**src/hw/rtl/hpbt_pkg.sv**
```systemverilog
// Shared constants, types and control structs of the percentile baseline tracker.
package hpbt_pkg;

  localparam int NUM_BINS    = 64;
  localparam int BIN_W       = $clog2(NUM_BINS);
  localparam int IDX_W       = $clog2(NUM_BINS + 1);
  localparam int SAMPLE_BITS = 16;
  localparam int LEVEL_W     = SAMPLE_BITS - 1;
  localparam int RESID_W     = SAMPLE_BITS + 1;
  localparam int FRAC_W      = 16;
  localparam int WEIGHT_W    = FRAC_W + 1;
  localparam int PROD_W      = WEIGHT_W + FRAC_W;
  localparam int SUM_W       = WEIGHT_W + BIN_W;
  localparam int SHIFT_W     = 4;
  localparam int QUANT_W     = IDX_W + (1 << SHIFT_W) - 1;
  localparam int BASE_W      = 32;
  localparam int CFG_IDX_W   = 2;

  localparam logic [WEIGHT_W-1:0] WEIGHT_ONE      = WEIGHT_W'(1) << FRAC_W;
  localparam logic [SUM_W-1:0]    QUANT_THRESHOLD = SUM_W'(3277);
  localparam logic [LEVEL_W-1:0]  SAMPLE_MAX      = {LEVEL_W{1'b1}};

  // Register indexes of the configuration port
  localparam logic [CFG_IDX_W-1:0] CFG_HIST_DECAY     = CFG_IDX_W'(0);
  localparam logic [CFG_IDX_W-1:0] CFG_BASELINE_DECAY = CFG_IDX_W'(1);
  localparam logic [CFG_IDX_W-1:0] CFG_BIN_SHIFT      = CFG_IDX_W'(2);

  typedef enum logic [2:0] {
    ST_IDLE,
    ST_HIST,
    ST_MUL_A,
    ST_MUL_B,
    ST_ADD,
    ST_FINISH
  } state_t;

  typedef struct packed {
    logic              start;
    logic              init;
    logic [BIN_W-1:0]  bin;
    logic [FRAC_W-1:0] decay;
  } hist_cmd_t;

  typedef struct packed {
    logic             done;
    logic [IDX_W-1:0] stop_idx;
  } hist_stat_t;

endpackage

```
**src/hw/rtl/hpbt_hist.sv**
```systemverilog
// Histogram memory with decay / percentile scan pipeline.
module hpbt_hist (
  input  logic                  clk,
  input  logic                  rst,
  input  hpbt_pkg::hist_cmd_t   cmd,
  output hpbt_pkg::hist_stat_t  stat
);

  logic [hpbt_pkg::WEIGHT_W-1:0] mem [hpbt_pkg::NUM_BINS];
  logic [hpbt_pkg::NUM_BINS-1:0] valid_bits;

  logic                          running;
  logic                          init_pend;
  logic [hpbt_pkg::BIN_W-1:0]    bin;
  logic [hpbt_pkg::FRAC_W-1:0]   decay;
  logic [hpbt_pkg::IDX_W-1:0]    rd_idx;

  logic                          s1_v;
  logic [hpbt_pkg::BIN_W-1:0]    s1_idx;
  logic [hpbt_pkg::WEIGHT_W-1:0] rdata;
  logic                          rvalid;

  logic                          s2_v;
  logic [hpbt_pkg::BIN_W-1:0]    s2_idx;
  logic                          s2_hit;
  logic [hpbt_pkg::PROD_W-1:0]   prod;

  logic                          s3_v;
  logic [hpbt_pkg::BIN_W-1:0]    s3_idx;
  logic [hpbt_pkg::WEIGHT_W-1:0] s3_new;

  logic [hpbt_pkg::SUM_W-1:0]    sum;
  logic                          found;
  logic [hpbt_pkg::IDX_W-1:0]    stop_reg;

  logic                          issue;
  logic                          wr_en;
  logic [hpbt_pkg::BIN_W-1:0]    wr_addr;
  logic [hpbt_pkg::WEIGHT_W-1:0] wr_data;
  logic [hpbt_pkg::WEIGHT_W-1:0] new_w;
  logic [hpbt_pkg::WEIGHT_W-1:0] bonus;
  logic [hpbt_pkg::SUM_W-1:0]    sum_next;
  logic                          reached;
  logic                          last;

  assign issue = running && (rd_idx < hpbt_pkg::IDX_W'(hpbt_pkg::NUM_BINS));

  // decayed weight; the chosen bin gets the complement of the decay
  assign bonus = hpbt_pkg::WEIGHT_ONE - {1'b0, decay};
  assign new_w = prod[hpbt_pkg::PROD_W-1:hpbt_pkg::FRAC_W]
               + (s2_hit ? bonus : '0);

  always_comb begin
    if (init_pend) begin
      wr_en   = 1'b1;
      wr_addr = bin;
      wr_data = hpbt_pkg::WEIGHT_ONE;
    end else begin
      wr_en   = s2_v;
      wr_addr = s2_idx;
      wr_data = new_w;
    end
  end

  assign sum_next = sum + hpbt_pkg::SUM_W'(s3_new);
  assign reached  = sum_next >= hpbt_pkg::QUANT_THRESHOLD;
  assign last     = s3_idx == hpbt_pkg::BIN_W'(hpbt_pkg::NUM_BINS - 1);

  // weight store: one write, one registered read per cycle
  always_ff @(posedge clk) begin
    if (wr_en) begin
      mem[wr_addr] <= wr_data;
    end
    if (issue) begin
      rdata  <= mem[rd_idx[hpbt_pkg::BIN_W-1:0]];
      rvalid <= valid_bits[rd_idx[hpbt_pkg::BIN_W-1:0]];
    end
  end

  // datapath stages
  always_ff @(posedge clk) begin
    if (cmd.start) begin
      bin   <= cmd.bin;
      decay <= cmd.decay;
    end
    s1_idx <= rd_idx[hpbt_pkg::BIN_W-1:0];
    s2_idx <= s1_idx;
    s2_hit <= s1_idx == bin;
    prod   <= hpbt_pkg::PROD_W'(rvalid ? rdata : '0) * hpbt_pkg::PROD_W'(decay);
    s3_idx <= s2_idx;
    s3_new <= new_w;
  end

  always_ff @(posedge clk) begin
    if (rst) begin
      running    <= 1'b0;
      init_pend  <= 1'b0;
      rd_idx     <= '0;
      s1_v       <= 1'b0;
      s2_v       <= 1'b0;
      s3_v       <= 1'b0;
      found      <= 1'b0;
      sum        <= '0;
      stop_reg   <= '0;
      valid_bits <= '0;
      stat       <= '0;
    end else begin
      stat.done <= 1'b0;
      s1_v      <= issue;
      s2_v      <= s1_v;
      s3_v      <= s2_v;

      if (cmd.start) begin
        if (cmd.init) begin
          init_pend <= 1'b1;
        end else begin
          running <= 1'b1;
          rd_idx  <= '0;
          found   <= 1'b0;
          sum     <= '0;
        end
      end

      if (init_pend) begin
        init_pend <= 1'b0;
        stat.done <= 1'b1;
      end

      if (issue) begin
        rd_idx <= rd_idx + hpbt_pkg::IDX_W'(1);
      end

      if (s3_v) begin
        if (!found) begin
          sum <= sum_next;
          if (reached) begin
            found    <= 1'b1;
            stop_reg <= hpbt_pkg::IDX_W'(s3_idx) + hpbt_pkg::IDX_W'(1);
          end
        end
        if (last) begin
          running       <= 1'b0;
          stat.done     <= 1'b1;
          // not reached before the last bin: stop index is the bin count
          stat.stop_idx <= found ? stop_reg : hpbt_pkg::IDX_W'(hpbt_pkg::NUM_BINS);
        end
      end

      if (wr_en) begin
        valid_bits[wr_addr] <= 1'b1;
      end
    end
  end

endmodule

```
**src/hw/rtl/histogram_percentile_baseline_tracker.sv**
```systemverilog
// Top level of the histogram percentile baseline tracker.
//
// Tracks a slowly moving baseline as the 5 percent lower quantile of an
// exponentially decaying histogram of nonnegative samples, and returns each
// sample minus the integer part of that baseline (unchanged while learning is
// off). Learning runs only while both hist_decay and baseline_decay are
// nonzero; then each nonnegative sample ages all 64 bins and adds its weight
// to bin (sample >> bin_shift), clamped to the last bin. The first such
// sample only seeds its bin and the baseline. Timing: one word is taken at a
// time. A word that does not learn goes from idle to the finish state; a
// learning word waits for the seed write or the single read-modify-write
// pass over the bin memory (one bin per cycle, three pipeline stages), then
// a regular one blends the baseline in the MUL_A, MUL_B and ADD states. The
// result sits in an output register, so a stalled result does not hold up
// the next word until that word finishes. The bin memory reads as zero after
// reset through per-bin valid flags, so no clearing pass is needed.
// Configuration may only be written while no word is in flight.
module histogram_percentile_baseline_tracker (
  input  logic                                   clk,
  input  logic                                   rst,
  // configuration write port
  input  logic                                   cfg_write,
  input  logic [hpbt_pkg::CFG_IDX_W-1:0]         cfg_index,
  input  logic [hpbt_pkg::FRAC_W-1:0]            cfg_data,
  // sample word in
  input  logic                                   in_valid,
  output logic                                   in_stall,
  input  logic signed [hpbt_pkg::SAMPLE_BITS-1:0] sample,
  // result word out
  output logic                                   out_valid,
  input  logic                                   out_stall,
  output logic signed [hpbt_pkg::RESID_W-1:0]    residual,
  output logic [hpbt_pkg::LEVEL_W-1:0]           baseline_level
);

  // config registers
  logic [hpbt_pkg::FRAC_W-1:0]      hist_decay;
  logic [hpbt_pkg::FRAC_W-1:0]      baseline_decay;
  logic [hpbt_pkg::SHIFT_W-1:0]     bin_shift;

  hpbt_pkg::state_t                 state;
  hpbt_pkg::state_t                 state_next;

  logic                             started;
  logic [hpbt_pkg::BASE_W-1:0]      baseline;
  logic [hpbt_pkg::SAMPLE_BITS-1:0] sample_reg;
  logic                             enabled_reg;
  logic                             init_reg;
  logic [hpbt_pkg::LEVEL_W-1:0]     q;
  logic [hpbt_pkg::BASE_W+hpbt_pkg::FRAC_W-1:0] prod_a;
  logic [hpbt_pkg::BASE_W-1:0]      prod_b;

  logic                             accept;
  logic                             enabled;
  logic                             learn;
  logic                             out_free;
  logic [hpbt_pkg::LEVEL_W-1:0]     mag;
  logic [hpbt_pkg::LEVEL_W-1:0]     shifted;
  logic [hpbt_pkg::BIN_W-1:0]       bin;
  logic [hpbt_pkg::QUANT_W-1:0]     q_wide;
  logic [hpbt_pkg::LEVEL_W-1:0]     q_sat;
  logic [hpbt_pkg::WEIGHT_W-1:0]    blend;
  logic [hpbt_pkg::LEVEL_W-1:0]     level;
  logic [hpbt_pkg::RESID_W-1:0]     resid_calc;

  hpbt_pkg::hist_cmd_t              cmd;
  hpbt_pkg::hist_stat_t             stat;

  assign in_stall = state != hpbt_pkg::ST_IDLE;
  assign accept   = in_valid && !in_stall;
  assign enabled  = (hist_decay != '0) && (baseline_decay != '0);
  assign learn    = enabled && !sample[hpbt_pkg::SAMPLE_BITS-1];
  assign out_free = !out_valid || !out_stall;

  // bin of a nonnegative sample, clamped to the last bin
  assign mag     = sample[hpbt_pkg::LEVEL_W-1:0];
  assign shifted = mag >> bin_shift;
  assign bin     = (shifted > hpbt_pkg::LEVEL_W'(hpbt_pkg::NUM_BINS - 1))
                 ? hpbt_pkg::BIN_W'(hpbt_pkg::NUM_BINS - 1)
                 : shifted[hpbt_pkg::BIN_W-1:0];

  assign cmd.start = accept && learn;
  assign cmd.init  = !started;
  assign cmd.bin   = bin;
  assign cmd.decay = hist_decay;

  hpbt_hist u_hist (
    .clk  (clk),
    .rst  (rst),
    .cmd  (cmd),
    .stat (stat)
  );

  // quantile = stop index scaled by bin width, saturated to the sample range
  assign q_wide = hpbt_pkg::QUANT_W'(stat.stop_idx) << bin_shift;
  assign q_sat  = (q_wide > hpbt_pkg::QUANT_W'(hpbt_pkg::SAMPLE_MAX))
                ? hpbt_pkg::SAMPLE_MAX
                : q_wide[hpbt_pkg::LEVEL_W-1:0];

  assign blend = hpbt_pkg::WEIGHT_ONE - {1'b0, baseline_decay};

  assign level      = baseline[hpbt_pkg::FRAC_W +: hpbt_pkg::LEVEL_W];
  assign resid_calc = enabled_reg
                    ? {sample_reg[hpbt_pkg::SAMPLE_BITS-1], sample_reg}
                      - {2'b00, level}
                    : {sample_reg[hpbt_pkg::SAMPLE_BITS-1], sample_reg};

  always_comb begin
    state_next = state;
    unique case (state)
      hpbt_pkg::ST_IDLE: begin
        if (accept) begin
          state_next = learn ? hpbt_pkg::ST_HIST : hpbt_pkg::ST_FINISH;
        end
      end
      hpbt_pkg::ST_HIST: begin
        if (stat.done) begin
          state_next = init_reg ? hpbt_pkg::ST_FINISH : hpbt_pkg::ST_MUL_A;
        end
      end
      hpbt_pkg::ST_MUL_A: state_next = hpbt_pkg::ST_MUL_B;
      hpbt_pkg::ST_MUL_B: state_next = hpbt_pkg::ST_ADD;
      hpbt_pkg::ST_ADD:   state_next = hpbt_pkg::ST_FINISH;
      hpbt_pkg::ST_FINISH: begin
        if (out_free) begin
          state_next = hpbt_pkg::ST_IDLE;
        end
      end
      default: state_next = hpbt_pkg::ST_IDLE;
    endcase
  end

  always_ff @(posedge clk) begin
    if (rst) begin
      state <= hpbt_pkg::ST_IDLE;
    end else begin
      state <= state_next;
    end
  end

  // config writes; indexes past the list are dropped
  always_ff @(posedge clk) begin
    if (rst) begin
      hist_decay     <= '0;
      baseline_decay <= '0;
      bin_shift      <= '0;
    end else if (cfg_write) begin
      unique case (cfg_index)
        hpbt_pkg::CFG_HIST_DECAY:     hist_decay     <= cfg_data;
        hpbt_pkg::CFG_BASELINE_DECAY: baseline_decay <= cfg_data;
        hpbt_pkg::CFG_BIN_SHIFT:      bin_shift      <= cfg_data[hpbt_pkg::SHIFT_W-1:0];
        default: ;
      endcase
    end
  end

  // word capture and baseline blend multipliers
  always_ff @(posedge clk) begin
    if (accept) begin
      sample_reg  <= sample;
      enabled_reg <= enabled;
      init_reg    <= !started;
    end
    if (state == hpbt_pkg::ST_HIST && stat.done) begin
      q <= q_sat;
    end
    if (state == hpbt_pkg::ST_MUL_A) begin
      prod_a <= (hpbt_pkg::BASE_W + hpbt_pkg::FRAC_W)'(baseline)
              * (hpbt_pkg::BASE_W + hpbt_pkg::FRAC_W)'(baseline_decay);
    end
    if (state == hpbt_pkg::ST_MUL_B) begin
      // (q << 16) * (1 - b) >> 16 is exact, so no shift is needed here
      prod_b <= hpbt_pkg::BASE_W'(q) * hpbt_pkg::BASE_W'(blend);
    end
  end

  always_ff @(posedge clk) begin
    if (rst) begin
      started  <= 1'b0;
      baseline <= '0;
    end else begin
      if (state == hpbt_pkg::ST_HIST && stat.done && init_reg) begin
        // seeding word: baseline jumps to the sample
        started  <= 1'b1;
        baseline <= {sample_reg, {hpbt_pkg::FRAC_W{1'b0}}};
      end
      if (state == hpbt_pkg::ST_ADD) begin
        baseline <= prod_a[hpbt_pkg::FRAC_W +: hpbt_pkg::BASE_W] + prod_b;
      end
    end
  end

  // output register
  always_ff @(posedge clk) begin
    if (rst) begin
      out_valid <= 1'b0;
    end else if (state == hpbt_pkg::ST_FINISH && out_free) begin
      out_valid <= 1'b1;
    end else if (!out_stall) begin
      out_valid <= 1'b0;
    end
  end

  always_ff @(posedge clk) begin
    if (state == hpbt_pkg::ST_FINISH && out_free) begin
      residual       <= $signed(resid_calc);
      baseline_level <= level;
    end
  end

endmodule

```
**config.mk**
```make
export PLATFORM = sky130hd
export DESIGN_NAME = histogram_percentile_baseline_tracker
export DESIGN_NICKNAME = d
export VERILOG_FILES = /design/src/hw/rtl/hpbt_pkg.sv /design/src/hw/rtl/hpbt_hist.sv /design/src/hw/rtl/histogram_percentile_baseline_tracker.sv
export SDC_FILE = /design/constraint.sdc
export NUM_CORES = 2
export LEC_CHECK = 0
export ABC_AREA = 1
export BUFFER_PORTS_ARGS = -buffer_cell sky130_fd_sc_hd__buf_2
export CAP_MARGIN = 20
export CORE_AREA = 2 2 377 379
export DETAILED_ROUTE_END_ITERATION = 16
export DIE_AREA = 0 0 379 381
export PLACE_DENSITY = 0.85
export SYNTH_ARGS = -nofsm -noshare
export SYNTH_HDL_FRONTEND = slang
export SYNTH_SLANG_ARGS = --single-unit
```
**constraint.sdc**
```tcl
create_clock -name clk -period 14.81 [get_ports clk]
set_input_delay 2.2215 -clock clk [delete_from_list [all_inputs] [get_ports clk]]
set_output_delay 2.2215 -clock clk [all_outputs]
set_load 0.01 [all_outputs]
```
==> flow_summary.json <==
{
  "status": "finished clean",
  "relSlewSlack_pct": 16.0,
  "cts_tree": "yes",
  "antenna_found_initial": 12,
  "seqCellArea_um2": 42600,
  "clock_latency_ns": 0.84,
  "ir_drop_mv": 0.437,
  "largest_register": "u_hist.mem",
  "dieArea_um2": 144000,
  "rsz0062_at_grt": "false",
  "wl_per_cell_um": 24.6,
  "grt.overflow.total": 0,
  "worst_ep_required_time_ns": 15.35,
  "clk_pin_slew_ns": 0.06,
  "routed_wl_um": 294000,
  "fillers": 9588,
  "r2r_slack_ns": 6.94,
  "r2r-start": "baseline_decay[0]$_SDFFE_PP0P_",
  "io_buffers": 72,
  "path_max_fanout": 48,
  "ys_seq_area_share_pct": 44.2,
  "yosysTopAreaCell": "edfxtp_1",
  "syn_nets": 11300,
  "row_count": 138,
  "fin_total_pwr_mw": 16.5,
  "setup_tns_ns": 0,
  "worst_pin_slew_ns": 1.24,
  "p_leak_nw": 44.1,
  "viasPerCell": 6.34,
  "critPathArrivalTime_ns": 8.41,
  "multi_input_area_um2": 46000,
  "synth_area_leaders": "edfxtp_1 (39%), fa_1 (17%), inv_1 (6.0%), nor2_1 (5.8%), nand2_1 (5.8%)",
  "cap_violations": 0,
  "hold_path_end": "u_hist.s3_idx[5]$_DFF_P_",
  "largest_register_ffs": 1088,
  "final-setup-viol-count": 0,
  "hold_depth": 0,
  "ys_warn_count": 0,
  "holdCritPathClass": "register to register",
  "area_growth_pct": 7.40,
  "reg2reg_depth": 28,
  "max_freq_mhz": 127,
  "cpMaxStageDelayCell": "xnor2_1",
  "finalCritPeriodShare_pct": 53.2,
  "startpoint_type": "register",
  "drive_gt1_share_pct": 5.74,
  "min_from": "u_hist.s2_idx[5]$_DFF_P_",
  "synth_area_per_cell_um2": 9.56,
  "io_pins": 73,
  "drc": 0,
  "grt_pass1_vias": 76800,
  "crit_top_cell": "fa_1",
  "max_stage_delay_ns": 0.73,
  "period_needed_ns": 7.87,
  "worst-setup-path-type": "register to register",
  "skew_ns": 0.113,
  "syn_area_um2": 96400,
  "grt_usage_pct": 41.0,
  "cts_hold_buf": 0,
  "first_pass_iters": 7,
  "drt_iter0_markers": 10500,
  "ys_types": 71,
  "synth_edf_count": 1257,
  "grt_max_degree": 175,
  "power.density_nw_per_um2": 160,
  "grt_pass1_wl_um": 444000,
  "r2r_end": "prod_b[23]$_DFFE_PN_",
  "hpwl_um": 201000,
  "layout.nets": 11200,
  "num_vias": 75900,
  "postCtsSetupRepairBufs": 0,
  "place_congestion": 0.978,
  "async_flop_share_pct": 0,
  "initial_core_util_pct": 68.6,
  "die_w_um": 379,
  "clock_path_buffers": 3,
  "cp-end-kind": "register",
  "synth_seq_cells": 1498,
  "cts_num_sinks": 1498,
  "core_um2": 141000,
  "htree_levels": 4,
  "ys.flop_type": "edfxtp_1",
  "synth_cells": 10100,
  "cts_root_buffer": "clkbuf_16",
  "yosysTopAreaCellShare_pct": 39.2,
  "ant_nets": 0,
  "die_h_um": 381,
  "final_max_slew_viol_count": 0,
  "cts_buffers": 149,
  "reg_top3": "u_hist.mem x1088, u_hist.valid_bits x64",
  "finalHoldViolations": 0,
  "post_cts_resized": 0
}
## through the flow
step                      cells  worst slack [ns]  util (%)  cell area, um^2  hold slack (ns)
after floorplan           10100              8.06         -            96400            0.326
after global placement    11700              7.10      70.1            98500            0.332
after detailed placement  11700              7.07      70.1            98500            0.331
after CTS                 12000              7.02      73.6           103000            0.346
after global routing      12000              6.54      73.6           103000            0.357
final                     12000              6.94      73.6           103000            0.348
## synthesized netlist by cell type, drive strengths merged (6+ instances only)
library cell     n
inv           1560
nor2          1520
nand2         1485
edfxtp        1257
o21ai          978
fa             821
clkbuf         402
ha             398
a21oi          361
o22ai          303
dfxtp          241
nand3          179
buf            106
xor2            64
nor3            50
xnor2           45
o211ai          37
nand4           36
o221ai          35
a31oi           20
o21a            20
nor4            19
clkinv          18
o21bai          17
a21o            16
or2             15
o32ai           13
o311ai          10
nand3b           8
o221a            8
a211oi           6
## how the worst max path moves through the flow
stage | from | end | slack, ns | cells past startpoint
global placement | baseline_decay[0]$_SDFFE_PP0P_ | prod_b[23]$_DFFE_PN_ | 7.10 | 28
CTS | baseline_decay[0]$_SDFFE_PP0P_ | prod_b[23]$_DFFE_PN_ | 7.02 | 28
floorplan | baseline_decay[0]$_SDFFE_PP0P_ | prod_b[25]$_DFFE_PN_ | 8.06 | 33
detailed placement | baseline_decay[0]$_SDFFE_PP0P_ | prod_b[23]$_DFFE_PN_ | 7.07 | 28
finish | baseline_decay[0]$_SDFFE_PP0P_ | prod_b[23]$_DFFE_PN_ | 6.94 | 28
global route | baseline_decay[0]$_SDFFE_PP0P_ | prod_b[23]$_DFFE_PN_ | 6.54 | 28
## cell type report
cell class                      instances  share of cell area [%]
Inverter                             1578                    5.74
Antenna cell                            7                  0.0169
Clock buffer                          199                    3.85
Timing Repair Buffer                  229                    1.55
Multi-Input combinational cell       6496                    44.4
Tap cell                             1890                    2.28
Sequential cell                      1498                    41.1
Clock inverter                         79                   0.977
## layer usage
metal	global-route usage, %	part of all wire [%]
met4	26.4	7.2
met1	50.8	34
met3	8.23	12
met2	65.9	47
met5	0	0.018
## logic make-up (layout without fill, tap and decap cells)
logic type               after synthesis  count (layout)  synth area share, %
AND/OR/NAND/NOR                     3318            3318                 13.6
buffers and inverters               2086            2085                 8.29
AO/OA/AOI/OAI                       1847            1847                 10.6
flip-flops                          1498            1498                 44.2
adder cells (fa/ha/maj)             1219            1219                 22.2
XOR/XNOR                             109             109                0.991
multiplexers                           3               3               0.0312
other                                  0               7                    0
## placed cells by master, fill, tap and decap left out, drive strengths merged, types with 8 or more instances in the layout
cell and instances:
inv 1566, nor2 1520, nand2 1485, edfxtp 1257, o21ai 978, fa 821, ha 398, a21oi 361
o22ai 303, dfxtp 241, buf 229, clkbuf 199, nand3 179, clkinv 73, xor2 64, nor3 50
xnor2 45, o211ai 37, nand4 36, o221ai 35, o21a 20, a31oi 20, nor4 19, o21bai 17
a21o 16, or2 15, o32ai 13, bufinv 11, o311ai 10, nand3b 8, o221a 8
## power breakdown
part           internal, mW  switching (mW)
Sequential             5.35           0.214
Clock                  2.13            1.71
Combinational          2.48            4.66
## worst max-delay path: cells and delay by family, from the launching register on
family / cells / cell delay (ns)
adder cells (fa/ha/maj): 7 / 3.13
buffers and inverters: 6 / 1.31
AND/OR/NAND/NOR: 10 / 1.30
XOR/XNOR: 2 / 0.88
AO/OA/AOI/OAI: 3 / 0.65
flip-flops: 1 / 0.31
(Power assumes the default switching activity.)
